<file path="src/hdl/afns_pkg.sv">
// shared types and constants for the avcc filler unit stripper
// no dependencies

package afns_pkg;

    localparam int MAX_PREFIX_BYTES = 4;
    localparam int PC_W = $clog2(MAX_PREFIX_BYTES + 1);
    localparam int IDX_W = (MAX_PREFIX_BYTES > 1) ? $clog2(MAX_PREFIX_BYTES) : 1;
    localparam logic [2:0] MAX_PREFIX_LEN = 3'(MAX_PREFIX_BYTES);

    localparam logic [7:0] TYPE_MASK = 8'h1f;
    localparam logic [7:0] FILLER_TYPE = 8'd12;
    localparam logic [2:0] HEADER_BYTES = 3'd5;

    localparam int QUEUE_DEPTH = 4;
    localparam int QUEUE_AW = $clog2(QUEUE_DEPTH);

    localparam logic [1:0] REG_FILTER_ENABLE = 2'd0;
    localparam logic [1:0] REG_CODEC_IS_H264 = 2'd1;
    localparam logic [1:0] REG_LENGTH_SIZE = 2'd2;

    typedef struct packed {
        logic       filter_enable;
        logic       codec_is_h264;
        logic [2:0] length_size;
    } cfg_t;

    typedef struct packed {
        logic [MAX_PREFIX_BYTES-1:0][7:0] held;
        logic [PC_W-1:0]                  held_count;
        logic                             held_keep;
        logic                             cur_en;
        logic [7:0]                       cur_byte;
        logic                             cur_keep;
        logic                             last;
    } entry_t;

    typedef struct packed {
        logic full;
        logic empty;
    } qstat_t;

endpackage

</file>
<file path="src/hdl/afns_front.sv">
// front end: accepts message bytes, parses unit prefixes, decides keep flags
// depends on afns_pkg

module afns_front
(
    input  logic                clk,
    input  logic                rst_n,
    input  afns_pkg::cfg_t      cfg,
    input  logic                in_valid,
    output logic                in_ready,
    input  logic [7:0]          data,
    input  logic                first,
    input  logic                last,
    input  logic [23:0]         message_length,
    input  logic                q_full,
    output logic                push,
    output afns_pkg::entry_t    entry
);

    localparam logic [1:0] PH_HEADER = 2'd0;
    localparam logic [1:0] PH_PREFIX = 2'd1;
    localparam logic [1:0] PH_AWAIT  = 2'd2;
    localparam logic [1:0] PH_BODY   = 2'd3;

    logic [2:0]                  header_index_reg, header_index_next;
    logic                        pass_rest_reg, pass_rest_next;
    logic [1:0]                  phase_reg, phase_next;
    logic [afns_pkg::PC_W-1:0]   prefix_count_reg, prefix_count_next;
    logic [31:0]                 unit_length_reg, unit_length_next;
    logic [31:0]                 payload_left_reg, payload_left_next;
    logic                        dropping_reg, dropping_next;
    logic [23:0]                 payload_size_reg, payload_size_next;
    logic [afns_pkg::MAX_PREFIX_BYTES-1:0][7:0] held_reg;

    logic [2:0]                  ls_eff;
    logic                        accept;
    logic                        drop;
    logic                        pb_run;
    logic                        pb_old;
    logic [afns_pkg::PC_W-1:0]   pc_in;
    logic [afns_pkg::PC_W-1:0]   pc_n;
    logic [31:0]                 ul_in;
    logic [31:0]                 ul_n;
    logic [32:0]                 sum;
    logic                        held_wr;
    logic [afns_pkg::IDX_W-1:0]  wr_idx;
    logic [afns_pkg::PC_W-1:0]   n_cnt;
    logic                        k1;
    logic                        cur_en;
    logic                        k2;

    assign in_ready = !q_full;
    assign accept = in_valid && in_ready;

    always_comb
    begin
        if (cfg.length_size == 3'd0)
            ls_eff = 3'd1;
        else if (cfg.length_size > afns_pkg::MAX_PREFIX_LEN)
            ls_eff = afns_pkg::MAX_PREFIX_LEN;
        else
            ls_eff = cfg.length_size;
    end

    assign drop = (data & afns_pkg::TYPE_MASK) == afns_pkg::FILLER_TYPE;

    always_comb
    begin
        header_index_next = header_index_reg;
        pass_rest_next = pass_rest_reg;
        phase_next = phase_reg;
        prefix_count_next = prefix_count_reg;
        unit_length_next = unit_length_reg;
        payload_left_next = payload_left_reg;
        dropping_next = dropping_reg;
        payload_size_next = payload_size_reg;

        // a new message restarts the parser
        if (first)
        begin
            prefix_count_next = '0;
            phase_next = PH_HEADER;
            header_index_next = 3'd0;
            dropping_next = 1'b0;
            unit_length_next = 32'd0;
            payload_left_next = 32'd0;
            pass_rest_next = message_length < 24'(afns_pkg::HEADER_BYTES);
            payload_size_next = (message_length >= 24'(afns_pkg::HEADER_BYTES)) ?
                message_length - 24'(afns_pkg::HEADER_BYTES) : 24'd0;
        end
        if (!cfg.filter_enable || !cfg.codec_is_h264)
            pass_rest_next = 1'b1;

        n_cnt = '0;
        k1 = 1'b1;
        cur_en = 1'b0;
        k2 = 1'b1;
        pb_run = 1'b0;
        pb_old = 1'b0;
        pc_in = prefix_count_next;
        ul_in = unit_length_next;
        held_wr = 1'b0;
        wr_idx = pc_in[afns_pkg::IDX_W-1:0];

        if (pass_rest_next)
        begin
            n_cnt = prefix_count_next;
            cur_en = 1'b1;
            prefix_count_next = '0;
        end
        else
        begin
            unique case (phase_next)
                PH_HEADER:
                begin
                    cur_en = 1'b1;
                    if (header_index_next == 3'd1 && data == 8'd0)
                        pass_rest_next = 1'b1;
                    if (header_index_next < afns_pkg::HEADER_BYTES)
                        header_index_next = header_index_next + 3'd1;
                    if (header_index_next >= afns_pkg::HEADER_BYTES)
                    begin
                        phase_next = PH_PREFIX;
                        prefix_count_next = '0;
                        unit_length_next = 32'd0;
                    end
                end
                PH_PREFIX:
                begin
                    pb_run = 1'b1;
                    pb_old = 1'b1;
                end
                PH_AWAIT:
                begin
                    n_cnt = prefix_count_next;
                    k1 = !drop;
                    if (unit_length_next == 32'd0)
                    begin
                        // empty unit: this byte opens the next prefix
                        pc_in = '0;
                        ul_in = 32'd0;
                        pb_run = 1'b1;
                    end
                    else
                    begin
                        dropping_next = drop;
                        cur_en = 1'b1;
                        k2 = !drop;
                        payload_left_next = unit_length_next - 32'd1;
                        prefix_count_next = '0;
                        if (payload_left_next == 32'd0)
                        begin
                            phase_next = PH_PREFIX;
                            unit_length_next = 32'd0;
                        end
                        else
                            phase_next = PH_BODY;
                    end
                end
                PH_BODY:
                begin
                    cur_en = 1'b1;
                    k2 = !dropping_next;
                    if (payload_left_next != 32'd0)
                        payload_left_next = payload_left_next - 32'd1;
                    if (payload_left_next == 32'd0)
                    begin
                        phase_next = PH_PREFIX;
                        prefix_count_next = '0;
                        unit_length_next = 32'd0;
                    end
                end
                default:
                begin
                    cur_en = 1'b1;
                end
            endcase
        end

        // one prefix byte
        pc_n = pc_in + afns_pkg::PC_W'(1);
        ul_n = {ul_in[23:0], data};
        sum = {1'b0, ul_n} + 33'(ls_eff);
        if (pb_run)
        begin
            held_wr = 1'b1;
            wr_idx = pc_in[afns_pkg::IDX_W-1:0];
            phase_next = PH_PREFIX;
            prefix_count_next = pc_n;
            unit_length_next = ul_n;
            if (pc_n >= afns_pkg::PC_W'(ls_eff))
            begin
                if (sum >= {9'd0, payload_size_next})
                begin
                    // oversized unit: release prefix kept, pass the rest
                    pass_rest_next = 1'b1;
                    cur_en = 1'b1;
                    k2 = 1'b1;
                    if (pb_old)
                    begin
                        n_cnt = pc_in;
                        k1 = 1'b1;
                    end
                    prefix_count_next = '0;
                end
                else
                    phase_next = PH_AWAIT;
            end
        end

        if (last)
        begin
            // cut prefix released kept
            if (pb_run && prefix_count_next != '0)
            begin
                cur_en = 1'b1;
                k2 = 1'b1;
                if (pb_old)
                begin
                    n_cnt = pc_in;
                    k1 = 1'b1;
                end
            end
            prefix_count_next = '0;
            pass_rest_next = 1'b1;
            phase_next = PH_HEADER;
            header_index_next = 3'd0;
            dropping_next = 1'b0;
            unit_length_next = 32'd0;
            payload_left_next = 32'd0;
        end
    end

    assign push = accept && (n_cnt != '0 || cur_en);

    always_comb
    begin
        entry.held = held_reg;
        entry.held_count = n_cnt;
        entry.held_keep = k1;
        entry.cur_en = cur_en;
        entry.cur_byte = data;
        entry.cur_keep = k2;
        entry.last = last;
    end

    always_ff @(posedge clk or negedge rst_n)
    begin
        if (!rst_n)
        begin
            header_index_reg <= 3'd0;
            pass_rest_reg <= 1'b0;
            phase_reg <= PH_HEADER;
            prefix_count_reg <= '0;
            unit_length_reg <= 32'd0;
            payload_left_reg <= 32'd0;
            dropping_reg <= 1'b0;
            payload_size_reg <= 24'd0;
        end
        else if (accept)
        begin
            header_index_reg <= header_index_next;
            pass_rest_reg <= pass_rest_next;
            phase_reg <= phase_next;
            prefix_count_reg <= prefix_count_next;
            unit_length_reg <= unit_length_next;
            payload_left_reg <= payload_left_next;
            dropping_reg <= dropping_next;
            payload_size_reg <= payload_size_next;
        end
    end

    always_ff @(posedge clk)
    begin
        if (accept && held_wr)
            held_reg[wr_idx] <= data;
    end

endmodule

</file>
<file path="src/hdl/afns_queue.sv">
// short request queue between the parser and the output sequencer
// depends on afns_pkg

module afns_queue
(
    input  logic               clk,
    input  logic               rst_n,
    input  logic               push,
    input  afns_pkg::entry_t   wr_entry,
    input  logic               pop,
    output afns_pkg::entry_t   rd_entry,
    output afns_pkg::qstat_t   stat
);

    afns_pkg::entry_t                mem_reg [afns_pkg::QUEUE_DEPTH];
    logic [afns_pkg::QUEUE_AW-1:0]   wr_ptr_reg;
    logic [afns_pkg::QUEUE_AW-1:0]   rd_ptr_reg;
    logic [afns_pkg::QUEUE_AW:0]     count_reg, count_next;

    assign rd_entry = mem_reg[rd_ptr_reg];
    assign stat.full = count_reg == (afns_pkg::QUEUE_AW + 1)'(afns_pkg::QUEUE_DEPTH);
    assign stat.empty = count_reg == '0;

    always_comb
    begin
        count_next = count_reg;
        if (push && !pop)
            count_next = count_reg + (afns_pkg::QUEUE_AW + 1)'(1);
        else if (pop && !push)
            count_next = count_reg - (afns_pkg::QUEUE_AW + 1)'(1);
    end

    always_ff @(posedge clk or negedge rst_n)
    begin
        if (!rst_n)
        begin
            wr_ptr_reg <= '0;
            rd_ptr_reg <= '0;
            count_reg <= '0;
        end
        else
        begin
            if (push)
                wr_ptr_reg <= wr_ptr_reg + afns_pkg::QUEUE_AW'(1);
            if (pop)
                rd_ptr_reg <= rd_ptr_reg + afns_pkg::QUEUE_AW'(1);
            count_reg <= count_next;
        end
    end

    always_ff @(posedge clk)
    begin
        if (push)
            mem_reg[wr_ptr_reg] <= wr_entry;
    end

endmodule

</file>
<file path="src/hdl/afns_back.sv">
// back end: releases the bytes of each queued request, one per cycle while out_ready is high
// depends on afns_pkg

module afns_back
(
    input  logic               clk,
    input  logic               rst_n,
    input  logic               q_empty,
    input  afns_pkg::entry_t   q_entry,
    output logic               pop,
    output logic               out_valid,
    input  logic               out_ready,
    output logic [7:0]         byte_out,
    output logic               keep,
    output logic               message_end,
    output logic               run_last
);

    logic [afns_pkg::PC_W-1:0]   sel_reg;
    logic                        out_valid_reg;
    logic [7:0]                  byte_reg;
    logic                        keep_reg;
    logic                        message_end_reg;
    logic                        run_last_reg;

    logic                        load;
    logic                        sel_held;
    logic                        is_final;
    logic [7:0]                  sel_byte;
    logic                        sel_keep;

    assign load = !q_empty && (!out_valid_reg || out_ready);
    assign sel_held = sel_reg < q_entry.held_count;

    always_comb
    begin
        if (sel_held)
        begin
            sel_byte = q_entry.held[sel_reg[afns_pkg::IDX_W-1:0]];
            sel_keep = q_entry.held_keep;
            is_final = (sel_reg + afns_pkg::PC_W'(1) == q_entry.held_count) &&
                !q_entry.cur_en;
        end
        else
        begin
            sel_byte = q_entry.cur_byte;
            sel_keep = q_entry.cur_keep;
            is_final = 1'b1;
        end
    end

    assign pop = load && is_final;

    always_ff @(posedge clk or negedge rst_n)
    begin
        if (!rst_n)
        begin
            sel_reg <= '0;
            out_valid_reg <= 1'b0;
        end
        else
        begin
            if (load)
            begin
                out_valid_reg <= 1'b1;
                if (is_final)
                    sel_reg <= '0;
                else
                    sel_reg <= sel_reg + afns_pkg::PC_W'(1);
            end
            else if (out_ready)
                out_valid_reg <= 1'b0;
        end
    end

    always_ff @(posedge clk)
    begin
        if (load)
        begin
            byte_reg <= sel_byte;
            keep_reg <= sel_keep;
            message_end_reg <= is_final && q_entry.last;
            run_last_reg <= is_final;
        end
    end

    assign out_valid = out_valid_reg;
    assign byte_out = byte_reg;
    assign keep = keep_reg;
    assign message_end = message_end_reg;
    assign run_last = run_last_reg;

endmodule

</file>
<file path="src/hdl/avcc_filler_nal_stripper_top.sv">
// top level of the avcc filler unit stripper: config registers and assembly
// depends on afns_pkg, afns_front, afns_queue, afns_back
//
// usage: message bytes enter on the in_valid/in_ready channel, one byte per
// request with first, last and message_length. each byte leaves on the
// out_valid/out_ready channel as byte_out with a keep flag (0 marks a byte of
// a filler unit); message_end flags the byte that came in with last, run_last
// the final output released by one input byte.
// an accepted byte that releases output is written to the request queue and then to the output register.
// throughput: one byte per cycle unless the queue is full; length prefix
// bytes are held and then released in a burst of up to five outputs, one per
// cycle from the output sequencer while out_ready is high, while a four-deep
// request queue keeps taking input; held bytes with no output take no queue slot.
// the apb port holds filter_enable, codec_is_h264 and length_size; write them
// only while the block is idle.
// reset clears the parser, the queue and the output register, sets
// filter_enable to 0, codec_is_h264 to 1 and length_size to 4.
// when the receiver stalls, the output holds, the queue fills and in_ready
// drops once four requests wait.

module avcc_filler_nal_stripper_top
(
    input  logic         clk,
    input  logic         rst_n,
    input  logic         psel,
    input  logic         penable,
    input  logic         pwrite,
    input  logic [3:0]   paddr,
    input  logic [31:0]  pwdata,
    output logic [31:0]  prdata,
    output logic         pready,
    input  logic         in_valid,
    output logic         in_ready,
    input  logic [7:0]   data,
    input  logic         first,
    input  logic         last,
    input  logic [23:0]  message_length,
    output logic         out_valid,
    input  logic         out_ready,
    output logic [7:0]   byte_out,
    output logic         keep,
    output logic         message_end,
    output logic         run_last
);

    afns_pkg::cfg_t      cfg_reg;
    afns_pkg::entry_t    wr_entry;
    afns_pkg::entry_t    rd_entry;
    afns_pkg::qstat_t    q_stat;
    logic                push;
    logic                pop;
    logic                cfg_wr;
    logic [1:0]          reg_idx;

    assign pready = 1'b1;
    assign cfg_wr = psel && penable && pwrite;
    assign reg_idx = paddr[3:2];

    always_ff @(posedge clk or negedge rst_n)
    begin
        if (!rst_n)
        begin
            cfg_reg.filter_enable <= 1'b0;
            cfg_reg.codec_is_h264 <= 1'b1;
            cfg_reg.length_size <= 3'd4;
        end
        else if (cfg_wr)
        begin
            unique case (reg_idx)
                afns_pkg::REG_FILTER_ENABLE: cfg_reg.filter_enable <= pwdata[0];
                afns_pkg::REG_CODEC_IS_H264: cfg_reg.codec_is_h264 <= pwdata[0];
                afns_pkg::REG_LENGTH_SIZE:   cfg_reg.length_size <= pwdata[2:0];
                default:
                begin
                end
            endcase
        end
    end

    always_comb
    begin
        unique case (reg_idx)
            afns_pkg::REG_FILTER_ENABLE: prdata = {31'd0, cfg_reg.filter_enable};
            afns_pkg::REG_CODEC_IS_H264: prdata = {31'd0, cfg_reg.codec_is_h264};
            afns_pkg::REG_LENGTH_SIZE:   prdata = {29'd0, cfg_reg.length_size};
            default:                     prdata = 32'd0;
        endcase
    end

    afns_front u_front
    (
        .clk            (clk),
        .rst_n          (rst_n),
        .cfg            (cfg_reg),
        .in_valid       (in_valid),
        .in_ready       (in_ready),
        .data           (data),
        .first          (first),
        .last           (last),
        .message_length (message_length),
        .q_full         (q_stat.full),
        .push           (push),
        .entry          (wr_entry)
    );

    afns_queue u_queue
    (
        .clk      (clk),
        .rst_n    (rst_n),
        .push     (push),
        .wr_entry (wr_entry),
        .pop      (pop),
        .rd_entry (rd_entry),
        .stat     (q_stat)
    );

    afns_back u_back
    (
        .clk         (clk),
        .rst_n       (rst_n),
        .q_empty     (q_stat.empty),
        .q_entry     (rd_entry),
        .pop         (pop),
        .out_valid   (out_valid),
        .out_ready   (out_ready),
        .byte_out    (byte_out),
        .keep        (keep),
        .message_end (message_end),
        .run_last    (run_last)
    );

    // a message end always closes a run
    a_end_is_run_last: assert property (@(posedge clk) disable iff (!rst_n)
        out_valid && message_end |-> run_last)
        else $error("message_end without run_last");

    // the final byte of a message always produces output
    a_last_queued: assert property (@(posedge clk) disable iff (!rst_n)
        in_valid && in_ready && last |=> !q_stat.empty)
        else $error("last byte produced no request");

    // a full queue means the output sequencer is presenting a result
    a_full_drains: assert property (@(posedge clk) disable iff (!rst_n)
        q_stat.full |-> out_valid)
        else $error("queue full while output idle");

endmodule

</file>
<file path="config.mk">
export PLATFORM = sky130hd
export DESIGN_NAME = avcc_filler_nal_stripper_top
export DESIGN_NICKNAME = d
export VERILOG_FILES = /design/src/hdl/afns_pkg.sv /design/src/hdl/afns_front.sv /design/src/hdl/afns_queue.sv /design/src/hdl/afns_back.sv /design/src/hdl/avcc_filler_nal_stripper_top.sv
export SDC_FILE = /design/constraint.sdc
export NUM_CORES = 1
export LEC_CHECK = 0
export BUFFER_PORTS_ARGS = -buffer_cell sky130_fd_sc_hd__buf_2
export CORE_MARGIN = 1
export CORE_UTILIZATION = 40
export DETAILED_ROUTE_END_ITERATION = 6
export HOLD_SLACK_MARGIN = 0.1
export MAX_ROUTING_LAYER = met4
export PLACE_DENSITY_LB_ADDON = 0.08
export SYNTH_ARGS = -nofsm -noshare
export SYNTH_HDL_FRONTEND = slang
export SYNTH_HIERARCHICAL = 1
export SYNTH_SLANG_ARGS = --single-unit
export TNS_END_PERCENT = 50
</file>
<file path="constraint.sdc">
create_clock -name clk -period 7.6 [get_ports clk]
set_clock_uncertainty 0.15 [all_clocks]
set_input_delay 0.38 -clock clk [delete_from_list [all_inputs] [get_ports clk]]
set_output_delay 0.38 -clock clk [all_outputs]
set_load 0.02 [all_outputs]
</file>
# Word-level counts from Yosys, hierarchy flattened
# Memory sizes are Yosys's and may differ from the RTL's.
# Cells that the tools add are included.
dict set report word_totals {
  ff_bits 157
  latch_bits 0
  mem_bits_rw 188
  mem_bits_ro 0
  input_bits 77
  output_inout_bits 46
  word_cells 226
  memories 1
}
# memory depth width rd rd_clocked_by_memory_dff write_ports line_no
set mem_list {}
lappend mem_list {u_queue.mem_reg 4 47 1 0 1 afns_queue.sv:15} ;# afns_pkg::entry_t mem_reg [afns_pkg::QUEUE_DEPTH];
dict set report classes {
  n_addsub 11
  multipliers 0
  div_mod_pow 0
  magnitude_cmp 11
  eq_ne 9
  n_shift 0
  muxes 126
  n_bitwise 0
  n_reduce_logical 44
}
# cell count
set op_table {}
lappend op_table {{32-bit two-way mux} 15}
lappend op_table {{24-bit two-way mux} 5}
lappend op_table {{3-bit two-way mux} 33}
lappend op_table {{32-bit logical NOT} 3}
lappend op_table {{32-bit one-hot mux with 3 select lines} 1}
lappend op_table {{32-bit one-hot mux with 2 select lines} 1}
lappend op_table {{32-bit by 1-bit subtractor with 32-bit output, second input constant} 2}
lappend op_table {{1-bit two-way mux} 48}
lappend op_table {{32-bit by 3-bit adder with 33-bit output} 1}
lappend op_table {{33-bit by 24-bit >= comparator with 1-bit output} 1}
lappend op_table {{32-bit bitwise mux} 1}
lappend op_table {{32-bit nonzero test} 1}
lappend op_table {{24-bit by 3-bit >= comparator with 1-bit output, second input constant} 1}
lappend op_table {{24-bit by 3-bit < comparator with 1-bit output, second input constant} 1}
lappend op_table {{8-bit two-way mux} 3}
lappend op_table {{24-bit by 3-bit subtractor with 24-bit output, second input constant} 1}
lappend op_table {{2-bit two-way mux} 11}
lappend op_table {{3-bit one-hot mux with 3 select lines} 2}
lappend op_table {{8-bit binary-select mux with 2-bit select} 1}
lappend op_table {{8-bit demux with 2-bit select} 1}
lappend op_table {{1-bit logical AND} 14}
lappend op_table {{3-bit by 1-bit adder with 3-bit output, second input constant} 4}
lappend op_table {{1-bit logical NOT} 10}
lappend op_table {{8-bit logical NOT} 1}
lappend op_table {{other kinds (24)} 39}

# Longest topological paths before layout
dict set report logic_depth {
  depth_word 21
  depth_mapped 37
  ltp_nobuf 29
}

# By module
# Netlist, hierarchy kept.
# mod n_inst cells_each area_each_um2 seq_area_each_um2
set by_module_without_submodules {}
lappend by_module_without_submodules {afns_front 1 1361 10926.7 3413.3}
lappend by_module_without_submodules {afns_queue 1 280 7198.2 5820.6}
lappend by_module_without_submodules {afns_back 1 66 948.4 430.4}
lappend by_module_without_submodules {avcc_filler_nal_stripper_top 1 51 500.5 127.6}

# Worst setup path before layout
# OpenSTA, ideal clock, no wires.
dict set report synth_timing {
  path_type {input -> register}
  from {in first}
  to {mem u_queue/mem_reg[0][0] (netlist bit) (enable)}
  setup_time_ns 0.409
  arrival_time_ns 7.483
  t_required_ns 7.041
  path_slack_ns -0.442
  cell_stages 31
  n_path_buf 8
  path_cell_list {buf_6 -> buf_2 -> clkbuf_1 -> buf_1 -> clkbuf_1 -> clkbuf_1 -> buf_1 -> nor2b_1 -> inv_1 -> ha_1 -> o21ai_0 -> nor4_2 -> and2_1 -> buf_2 -> nor4_4 -> and3_1 -> nand3_1 -> xor2_1 -> nor2_1 -> ha_1 -> a21o_1 -> a21oi_1 -> o21ai_0 -> a311oi_1 -> a31oi_1 -> a2111o_1 -> o211ai_1 -> mux2_2 -> nor2_1 -> o31a_1 -> and2_1}
}
# element line_no
set synth_lines {}
lappend synth_lines {{start: declaration} avcc_filler_nal_stripper_top.sv:35} ;# input logic first,
lappend synth_lines {{end: declaration} afns_queue.sv:15}

==> flow_summary_export.csv <==
group,metric,value,unit
die,die-width,223,um
critical_path,crit-reg2reg-capture,"u_queue/count_reg[2]",
worst_hold_path,min_to,"u_front/payload_size_reg[0]",
yosys,post_synth_inst_count,1758,
critical_path,r2r_start,"u_front/unit_length_reg[8]",
sta,finalCritPeriodShare,92.8,%
cts,worst_skew_pair.late_latency,0.58,ns
pwr,cellLeakagePower,8.30,nW
layout,layout.cells.most_common,"sky130_fd_sc_hd__edfxtp_1",
critical_path,criticalPathCategory,"flop to flop",
layout,insertedDiodeCount,0,
run,max-cap-violations,0,
global_routing,pin_count_of_the_biggest_net_entering_global_routing,69,
cts,htree_num_levels,2,
pwr,power,6.52,mW
detailed_routing,vias,14600,
place,numPortBuffers,61,
yosys,syn_avg_cell_area,11.1,um2
critical_path,worstSetupStartpointType,"flop",
critical_path,cp_data_arrival_time,7.38,ns
layout,largest_register_ffs,188,
global_routing,grt_antenna_before_repair,0,
global_routing,grt_overflow,0,
cts,max-clock-path-buffers,3,
layout,fin_util,45.8,%
sta,timing.slew.headroom,17.2,%
critical_path,cell_with_the_largest_stage_delay_on_the_worst_path,"sky130_fd_sc_hd__nor3_2",
layout,n_fill_cell,4472,
yosys,ys_async_sr_fraction,33.0,%
worst_hold_path,min-delay-path-class,"input pin to flop",
detailed_routing,detail-route-antenna-nets,0,
layout,fraction_of_final_layout_cells_with_drive_strength_greater_than_1,17.6,%
cts,clock_tree.root_cell,"sky130_fd_sc_hd__clkbuf_16",
detailed_routing,route.detailed.wl_per_inst,24.1,um
critical_path,critPathCaptureType,"flop",
yosys,ys.flop_type,"sky130_fd_sc_hd__edfxtp_1",
critical_path,critPathRequiredTime,7.93,ns
pwr,p_per_area,296,nW/um2
global_routing,grt_first_pass_wirelength,90700,um
yosys,yosys_warnings,6,
sta,slew_viol_final,0,
sta,layout_min_cycle_time,7.05,ns
cts,cts.sinks,345,
sta,final_critical_path_setup_slack,0.550,ns
yosys,largest_cells_by_area_after_synthesis,"sky130_fd_sc_hd__edfxtp_1, sky130_fd_sc_hd__dfrtp_1, sky130_fd_sc_hd__mux4_2",
sta,rsz0062_at_grt,"no",
place,dp.cells,2364,
yosys,seq_area_frac_synth,50.0,%
critical_path,critPathMaxFanout,10,
status,outcome,"finished clean",
layout,layoutNonFillerInstCount,2451,
die,top_level_ports,123,
detailed_routing,detailedRoute.firstIterationViolations,1346,
cts,cts-buffers-inserted,41,
die,floorplan.die.height,223,um
yosys,synth_cell_types,104,
die,floorplan.initialDensity,40.7,%
global_routing,grt_pass1_vias,14400,
detailed_routing,routed_via_density,5.97,
layout,layout.nets,1934,
sta,fmax,142,MHz
detailed_routing,detail_route.drc_violations,0,
cts,cts_tree,"yes",
yosys,synth_largest_type_area_fraction,35.4,%
worst_hold_path,whs_path_depth,4,
detailed_routing,drt_first_pass_iters,5,
place,gp_routability_congestion,0.935,
place,place.detailed.hpwl,39700,um
layout,areaGrowthSynthToFinish,12.5,%
die,placement_rows,80,
sta,fin_worst_hold_slack,0.121,ns
critical_path,reg2reg_setup_slack,0.55,ns
layout,layout_common_cells,"sky130_fd_sc_hd__edfxtp_1, sky130_fd_sc_hd__nand2_1, sky130_fd_sc_hd__o21ai_0",
sta,hold_viol_final,0,
worst_hold_path,worstHoldStart,"message_length[0]",
sta,worst_slew_pin_slew,1.24,ns
pwr,worst_ir_drop_vdd,0.169,mV
yosys,synth_edf_count,231,
die,dieArea,49800,um2
place,dpl_worst_slack,0.432,ns
critical_path,launch_point_of_the_worst_path,"u_front/unit_length_reg[8]",
yosys,yosys.area.top_type,"sky130_fd_sc_hd__edfxtp_1",
detailed_routing,detail_route.wirelength,59200,um
critical_path,rr_worst_depth,26,
die,coreArea,48000,um2
sta,count_of_final_setup_violators,0,
critical_path,max_stage_delay,0.57,ns
cts,path_clk_slew,0.06,ns
yosys,synth_area,19600,um2
global_routing,grt.total_usage,24.7,%
yosys,ys_ff_latch,345,
-- worst max path at each step --
stage,cells past startpoint,slack (ns),to
2_1_floorplan,31,-0.44,u_queue/mem_reg[2][0]
3_3_place_gp,26,0.58,u_queue/count_reg[2]
3_5_place_dp,26,0.43,u_queue/count_reg[2]
4_1_cts,27,0.50,u_queue/count_reg[2]
5_1_grt,26,0.12,u_queue/count_reg[2]
6_report,26,0.55,u_queue/count_reg[2]
-- stage by stage --
step	TNS, ns	area, um2
2_1_floorplan	-41.38	19700
3_3_place_gp	0	20500
3_5_place_dp	0	20500
4_1_cts	0	22000
5_1_grt	0	22000
6_report	0	22000
-- cell families (layout without fill, tap and decap cells) --
kind of cell | count (synthesis) | count (layout) | share of synthesized area (%)
simple gates | 572 | 572 | 15.3
compound gates | 427 | 427 | 14.7
flops | 345 | 345 | 50.0
buf+inv | 204 | 254 | 5.30
mux | 84 | 84 | 7.97
xor+xnor | 70 | 70 | 3.13
fa+ha+maj | 54 | 54 | 3.53
other cells | 2 | 30 | 0.0384
-- layer usage --
layer	vias up	share of wire, %	GRT usage (%)
met5	-	0	-
met4	0	2.7	7.81
met3	80	5.5	2.82
met2	506	48	39.2
met1	7341	44	33.2
li1	6700	-	-
-- worst max-delay path: cells and delay by family (launching register included) --
| kind | cells | cell delay [ns] |
|---|---|---|
| flip-flops | 1 | 0.52 |
| buffers and inverters | 1 | 0.06 |
| adder cells (fa/ha/maj) | 3 | 0.91 |
| multiplexers | 1 | 0.40 |
| AO/OA/AOI/OAI | 9 | 2.36 |
| XOR/XNOR | 3 | 0.53 |
| AND/OR/NAND/NOR | 9 | 2.02 |
-- cells in the mapped netlist (23+ instances only) --
cell,count
sky130_fd_sc_hd__ha_1,52
sky130_fd_sc_hd__inv_1,44
sky130_fd_sc_hd__nor4_1,35
sky130_fd_sc_hd__nor2_1,110
sky130_fd_sc_hd__mux4_2,53
sky130_fd_sc_hd__nand2_1,177
sky130_fd_sc_hd__o21ai_0,115
sky130_fd_sc_hd__clkbuf_1,79
sky130_fd_sc_hd__nor3_1,44
sky130_fd_sc_hd__a22oi_1,60
sky130_fd_sc_hd__o21ai_1,23
sky130_fd_sc_hd__nand3_1,44
sky130_fd_sc_hd__dfrtp_1,112
sky130_fd_sc_hd__xnor2_1,36
sky130_fd_sc_hd__a21oi_1,60
sky130_fd_sc_hd__edfxtp_1,231
sky130_fd_sc_hd__xor2_1,34
sky130_fd_sc_hd__buf_4,46
-- report_power, final --
part,switching [mW],internal [mW]
clock,0.813,1.28
combinational,1.05,0.794
sequential,0.220,2.36
total,2.08,4.43
-- what timing repair did --
action,in CTS,in global routing
setup endpoints to repair,0,1
hold endpoints to repair,92,0
setup buffers,0,0
gates resized for setup,0,1
hold buffers,11,0
-- layout make-up --
type | count | area (um2) | area share, %
sequential | 345 | 9800 | 44.5
multi-input combinational | 1237 | 8890 | 40.3
clock buffer | 53 | 1180 | 5.37
timing repair buffer | 133 | 953 | 4.33
tap | 615 | 769 | 3.49
clock inverter | 23 | 270 | 1.23
inverter | 45 | 169 | 0.767
Note: power is estimated with default switching activity, not from simulation.
